$ cat config.mk
export PLATFORM = sky130hd
export DESIGN_NAME = scs_cell
export DESIGN_NICKNAME = d
export VERILOG_FILES = /design/src/design/scs_pkg.sv /design/src/design/scs_cell.sv
export SDC_FILE = /design/constraint.sdc
export NUM_CORES = 1
export LEC_CHECK = 0
export BUFFER_PORTS_ARGS = -buffer_cell sky130_fd_sc_hd__buf_2
export CAP_MARGIN = 25
export CORE_AREA = 2 2 206 208
export DETAILED_ROUTE_END_ITERATION = 16
export DIE_AREA = 0 0 208 210
export PLACE_DENSITY_LB_ADDON = 0.15
export SLEW_MARGIN = 20
export SYNTH_ARGS = -nofsm -noshare
export SYNTH_HDL_FRONTEND = slang
export SYNTH_SLANG_ARGS = --single-unit
$ cat constraint.sdc
create_clock -name clk -period 8.9 [get_ports clk]
set_input_delay 0.445 -clock clk [delete_from_list [all_inputs] [get_ports clk]]
set_output_delay 0.445 -clock clk [all_outputs]
set_load 0.005 [all_outputs]
$ cat src/design/scs_pkg.sv
// types, constants and helpers for the sparse coordinate store
package scs_pkg;

  localparam int CAPACITY    = 64;
  localparam int MAX_MODES   = 4;
  localparam int INDEX_BITS  = 16;
  localparam int LANE_STRIDE = 16;
  localparam int COORD_W     = 64;
  localparam int VALUE_W     = 64;
  localparam int MODE_W      = 3;
  localparam int ENTRY_W     = 7;
  localparam int POS_W       = $clog2(CAPACITY);
  localparam int CNT_W       = $clog2(CAPACITY + 1);
  localparam int GROUP_SIZE  = 8;
  localparam int GROUP_COUNT = (CAPACITY + GROUP_SIZE - 1) / GROUP_SIZE;

  localparam logic CMD_READ  = 1'b0;
  localparam logic CMD_WRITE = 1'b1;

  typedef enum logic [1:0] {
    ACT_NONE,
    ACT_UPDATE,
    ACT_REMOVE,
    ACT_APPEND
  } action_t;

  typedef struct packed {
    logic               match_en;
    logic               select_en;
    logic               apply_en;
    action_t            action;
    logic [COORD_W-1:0] coord;
    logic [VALUE_W-1:0] value;
    logic [COORD_W-1:0] key_mask;
    logic [CNT_W-1:0]   count;
  } ctrl_t;

  // mask of the index bits of the active modes, mode count clamped to 1..MAX_MODES
  function automatic logic [COORD_W-1:0] lane_mask(input logic [MODE_W-1:0] modes);
    logic [COORD_W-1:0] m;
    logic [MODE_W-1:0]  active;
    active = modes;
    if (active == '0) active = MODE_W'(1);
    if (active > MODE_W'(MAX_MODES)) active = MODE_W'(MAX_MODES);
    m = '0;
    for (int k = 0; k < MAX_MODES; k++) begin
      if (k < int'(active)) m[k*LANE_STRIDE +: INDEX_BITS] = '1;
    end
    return m;
  endfunction

  localparam logic [COORD_W-1:0] FULL_MASK = lane_mask(MODE_W'(MAX_MODES));

endpackage

$ cat src/design/scs_cell.sv
// one storage cell of the entry chain: key, value, match and shift
module scs_cell (
  input  logic                        clk,
  input  logic                        rst_n,
  input  logic [scs_pkg::POS_W-1:0]   pos_i,
  input  scs_pkg::ctrl_t              ctrl_i,
  input  logic                        sel_i,
  input  logic                        ge_i,
  input  logic [scs_pkg::COORD_W-1:0] next_key_i,
  input  logic [scs_pkg::VALUE_W-1:0] next_value_i,
  output logic [scs_pkg::COORD_W-1:0] key_o,
  output logic [scs_pkg::VALUE_W-1:0] value_o,
  output logic                        hit_o,
  output logic [scs_pkg::VALUE_W-1:0] rd_value_o
);

  logic [scs_pkg::COORD_W-1:0] key_r;
  logic [scs_pkg::VALUE_W-1:0] value_r;
  logic                        hit_r;
  logic                        sel_r;
  logic                        ge_r;
  logic                        in_range;
  logic                        at_tail;

  assign in_range = scs_pkg::CNT_W'(pos_i) < ctrl_i.count;
  assign at_tail  = scs_pkg::CNT_W'(pos_i) == ctrl_i.count;

  always_ff @(posedge clk) begin
    if (!rst_n) begin
      hit_r <= 1'b0;
      sel_r <= 1'b0;
      ge_r  <= 1'b0;
    end else begin
      if (ctrl_i.match_en) begin
        hit_r <= in_range && (((key_r ^ ctrl_i.coord) & ctrl_i.key_mask) == '0);
      end
      if (ctrl_i.select_en) begin
        sel_r <= sel_i;
        ge_r  <= ge_i;
      end
    end
  end

  always_ff @(posedge clk) begin
    if (ctrl_i.apply_en) begin
      unique case (ctrl_i.action)
        scs_pkg::ACT_UPDATE: begin
          if (sel_r) value_r <= ctrl_i.value;
        end
        scs_pkg::ACT_REMOVE: begin
          if (ge_r) begin
            key_r   <= next_key_i;
            value_r <= next_value_i;
          end
        end
        scs_pkg::ACT_APPEND: begin
          if (at_tail) begin
            key_r   <= ctrl_i.coord & scs_pkg::FULL_MASK;
            value_r <= ctrl_i.value;
          end
        end
        default: begin
        end
      endcase
    end
  end

  assign key_o      = key_r;
  assign value_o    = value_r;
  assign hit_o      = hit_r;
  assign rd_value_o = sel_r ? value_r : '0;

endmodule

After elaboration in Yosys (flattened, before gate mapping)
Index checks and enable logic that the tools add are counted.
{ "op_classes": {"magnitude_cmp": 1, "eq_ne": 7, "muxes": 8, "bitwise": 2, "n_reduce_logical": 6} }
{ "ops": {"columns": ["cell", "count"], "rows": [
  ["2-to-1 mux 64 bit", 6],
  ["one-hot mux 64 bit (3 select lines)", 1],
  ["one-hot mux 64 bit (2 select lines)", 1],
  ["bitwise AND 64 bit", 1],
  ["logical NOT 64 bit", 1],
  ["XOR 64 bit", 1],
  ["equality test 6 x 7 -> 1 bit", 1],
  ["< comparator 6 x 7 -> 1 bit", 1],
  ["!= test 2 bit (second input constant)", 3],
  ["AND reduction 5 bit", 1],
  ["equality test 2 bit (second input constant)", 2],
  ["AND reduction 4 bit", 1],
  ["nonzero test 3 bit", 1],
  ["equality test 2 x 1 -> 1 bit (second input constant)", 1],
  ["nonzero test 2 bit", 1],
  ["logical AND 1 bit", 1]
]} }
{ "totals": {"reg_bits": 131, "inputBits": 342, "out_inout_bits": 193} }

Longest topological paths before layout
{ "logic_depth": {"ltp_word": 4, "depth_mapped": 8} }

Least setup slack after synthesis
Ideal clock, no wire load.
{ "synth_timing": {"kind": "in2reg", "startpoint": "input ctrl_i[5] (netlist bit)", "endpoint": "register value_r (netlist bit value_o[0]), enable pin", "setup_time_ns": 0.507, "arrival_ns": 4.191, "t_required_ns": 8.393, "slack_ns": 4.202, "path_stages": 6, "n_path_buf": 0, "path_cell_list": "inv_1 -> ha_1 -> nand4b_1 -> o22ai_1 -> nand2_1 -> a21oi_1"} }
{ "synth_via": {"elab_chain_len": 3} }
{ "synth_rtl": {"columns": ["item", "line_no", "text"], "rows": [
  ["from (decl)", "scs_cell.sv:6", "input scs_pkg::ctrl_t ctrl_i,"],
  ["equality test 6 x 7 -> 1 bit", "scs_cell.sv:26", "assign at_tail = scs_pkg::CNT_W'(pos_i) == ctrl_i.count;"],
  ["!= test 2 bit (no source line)", null, null],
  ["AND reduction 5 bit (no source line)", null, null],
  ["to (signal assigned)", "scs_cell.sv:48", "if (sel_r) value_r <= ctrl_i.value;"],
  ["to (signal assigned)", "scs_cell.sv:53", "value_r <= next_value_i;"],
  ["to (signal assigned)", "scs_cell.sv:59", "value_r <= ctrl_i.value;"],
  ["to (decl)", "scs_cell.sv:18", "logic [scs_pkg::VALUE_W-1:0] value_r;"]
]} }
No other way between the ends.
A chain may end at the register's enable or synchronous reset.

Final worst setup path
{ "layout_timing": {"startpoint": "input ctrl_i[4] (netlist bit)", "endpoint": "register key_r (netlist bit key_o[42]), enable pin"} }
{ "layout_via": {"elab_chain_len": 3} }
{ "layout_rtl": {"columns": ["item", "line_no", "text"], "rows": [
  ["equality test 6 x 7 -> 1 bit", "scs_cell.sv:26", null],
  ["!= test 2 bit (no source line)", null, null],
  ["AND reduction 4 bit (no source line)", null, null],
  ["to (signal assigned)", "scs_cell.sv:52", "key_r <= next_key_i;"],
  ["to (signal assigned)", "scs_cell.sv:58", "key_r <= ctrl_i.coord & scs_pkg::FULL_MASK;"],
  ["to (decl)", "scs_cell.sv:17", "logic [scs_pkg::COORD_W-1:0] key_r;"]
]} }
No other way between the ends.

==> out/results.txt <==
status: completed
number of nets produced by synthesis: 834
skew final: 6.66 ps
leftover overflow at the end of global routing: 0
Hold-fix buffers, CTS: 0
Final GP Congestion: 0.829
transition time at the pin with the least slew margin: 1010 ps
cell with the largest stage delay on the worst path: sky130_fd_sc_hd__buf_4
data arrival time of the worst path: 2340 ps
die outline width: 208 microns
cells resized by post-CTS repair: 0
cell taking the most area after synthesis: sky130_fd_sc_hd__edfxtp_1
count of nets left with antenna violations after detail routing: 0
share of the clock period used by the worst path after layout: 0.258
part of the total power dissipated in the clock network: 0.469
pin count of the biggest net entering global routing: 67
crit-path leading delay family: buffers and inverters
core occupancy in the finished layout: 0.264
Switching Share: 0.224
Fillers: 4426
vias in the first global route: 6612
H-Tree Depth: 4
cells after synthesis: 486
# Max-Cap Violations: 0
Cell Int Power: 1.34 mW
cells traversed along the worst timing path: buf_2 -> inv_1 -> ha_1 -> nand4b_1 -> o22ai_1 -> nand2_1 -> nor2_4 -> buf_4
PD cells: 159 nW/um^2
post-route cell area: 10900 sq um
path class of the lowest-slack min-delay path: in2reg
Overall Global Routing Usage: 0.135
Final min period: 2290 ps
Vert. Die Dim: 210 microns
relative contribution of combinational cells to total power: 0.126
RSZ-0062 raised after global routing: no
Cell Area, Placed: 10300 sq um
area enclosed by the die boundary: 43700 sq um
Fin Setup TNS: 0 ps
worst-path fanout max: 64
post-synthesis sequential element count: 131
sequential standard cell area: 3910 sq um
delay of the slowest cell on the worst path: 650 ps
average size of a mapped cell: 14.3 sq um
number of antenna violations at the first check in global routing: 5
Crit Path Category: in2reg
root buffer cell: sky130_fd_sc_hd__clkbuf_16
wire length of the first global-routing pass: 42400 microns
total core area: 41500 sq um
CTS clock-pin slew for the worst setup and hold paths: 60 ps
number of buffer and inverter stages on the critical path: 3
peak supply drop: 0.123 mV
highest clock frequency the design can meet: 436 MHz
sequential element share of the synthesized area: 0.561
Total Nets Final: 1370
number of top-level pins: 535
row count: 75
Skew-Pair Late Insertion Delay: 430 ps
most common cell after layout, fill and taps aside: sky130_fd_sc_hd__buf_2
violation count after the first detailed-routing iteration: 186
layout cells sized above 1: 0.677
Data required, critical path: 8950 ps
portion of synthesized cell area occupied by the leading cell type: 0.552
vias: 6070
switching power summed over all nets: 0.389 mW
final number of hold-violating endpoints: 0
aggregate routed wire length: 29900 microns
sort of element at the start of the critical path: input pin
number of clock buffers inserted by TritonCTS: 17
Flop pwr share: 0.405
number of warnings printed during yosys synthesis: 0
cell area after synthesis: 6960 sq um
routed length per instance: 19.0 microns
final count of pins violating max slew: 0
post-detail-place hpwl: 24200 microns
unique cell type count in the Yosys netlist: 30
leakage power of the design: 4.93 nW
buffer depth of the longest clock path: 2
Pre-antenna DRT Iters: 4
TritonCTS clock tree: built
Remaining DRCs: 0
number of endpoints failing setup at the final stage: 0
Initial Util: 0.168
Buffers on Ports: 534
total number of clock tree sinks: 131
footprint of the multi-input gates: 2960 sq um
top cells by area in the synthesized netlist: sky130_fd_sc_hd__edfxtp_1 (55%), sky130_fd_sc_hd__mux2_2 (21%), sky130_fd_sc_hd__xor2_1 (8.1%), sky130_fd_sc_hd__and2_1 (5.8%), sky130_fd_sc_hd__a22oi_1 (2.9%)
count of buffers added by post-CTS timing repair for setup: 0
drt via density: 3.85
capturing element type of the critical path: flip-flop
leading cell types in the layout, fill and taps excluded: sky130_fd_sc_hd__buf_2 (534), sky130_fd_sc_hd__mux2_2 (128), sky130_fd_sc_hd__edfxtp_1 (128)
worst slew margin relative to its limit: 0.327
Area Overhead vs Synth: 57.1%
-- per-stage QoR --
stage	std cells	hold slack (ps)	setup slack, ps	total power, mW
final	1575	275	6610	1.73
after global routing	1575	270	6450	1.82
after CTS	1574	235	6200	1.78
after detailed placement	1542	508	6110	0.941
after global placement	1542	491	6160	0.942
after floorplan	486	468	4200	0.810
-- worst register-to-register path: stages (launching register included) --
cell and delay (ps):
sky130_fd_sc_hd__edfxtp_1 410, sky130_fd_sc_hd__xor2_1 160, sky130_fd_sc_hd__a22oi_1 320, sky130_fd_sc_hd__nand4_1 220, sky130_fd_sc_hd__nor4_1 700, sky130_fd_sc_hd__o2111ai_1 220
sky130_fd_sc_hd__o21ai_1 180
-- sequential cells by signal, summed over array words and instances, names as in the netlist --
name     count
ge_r         1
hit_o        1
key_o       64
sel_r        1
value_o     64
-- metal layers --
| metal | wire length (microns) | vias up | GRT usage |
|---|---|---|---|
| met2 | 15400 | 329 | 0.241 |
| met1 | 11100 | 2800 | 0.142 |
| li1 | - | 2903 | - |
| met3 | 2710 | 30 | 0.0518 |
| met5 | 48 | - | 0 |
| met4 | 649 | 8 | 0.0531 |
-- power by group through the flow --
stage	registers (mW)	logic, mW	clock network (mW)
3_3_place_gp	0.716	0.225	0
4_1_cts	0.703	0.225	0.848
2_1_floorplan	0.712	0.0978	0
5_1_grt	0.704	0.243	0.871
3_5_place_dp	0.716	0.225	0
6_report	0.702	0.218	0.813
-- synthesized netlist by cell type, drive strengths merged --
master,count
buf,13
a21oi,5
nand3b,2
o22ai,1
a22oi,27
and4b,1
a22o,1
o21ai,2
mux2i,2
and4,1
nor2,1
nor2b,2
clkbuf,7
a2111oi,1
nor4,1
dfxtp,3
and2,64
inv,9
nand2,4
a21o,1
a221oi,1
mux2,128
a222oi,1
nand4b,1
ha,6
xor2,64
nand4,7
edfxtp,128
nand2b,1
o2111ai,1
-- cell type report --
type / count / area share
sequential: 131 / 0.357
multi-input combinational: 326 / 0.271
timing repair buffer: 537 / 0.246
tap: 539 / 0.0617
clock buffer: 18 / 0.0392
clock inverter: 14 / 0.0214
inverter: 9 / 0.00309
antenna: 1 / 0.000229
-- cells by family (layout without fill, tap and decap cells) --
group / count (synthesis) / count (layout) / synth area share
mux: 130 / 130 / 0.210
compound gates: 41 / 41 / 0.0435
fa+ha+maj: 6 / 6 / 0.0108
other cells: 0 / 1 / 0
xor+xnor: 64 / 64 / 0.0805
simple gates: 85 / 85 / 0.0762
buf+inv: 29 / 578 / 0.0180
flops: 131 / 131 / 0.561
-- worst paths after layout --
kind | endpoint | slack (ps) | startpoint | cells after the start
worst max-delay path | key_o[42] | 6610 | ctrl_i[4] | 8
worst min-delay path | ge_r | 280 | ge_i | 3
worst max register to register | hit_o | 6650 | key_o[61] | 6
worst min register to register | hit_o | 520 | hit_o | 2
Power figures use the tool's default switching activity.
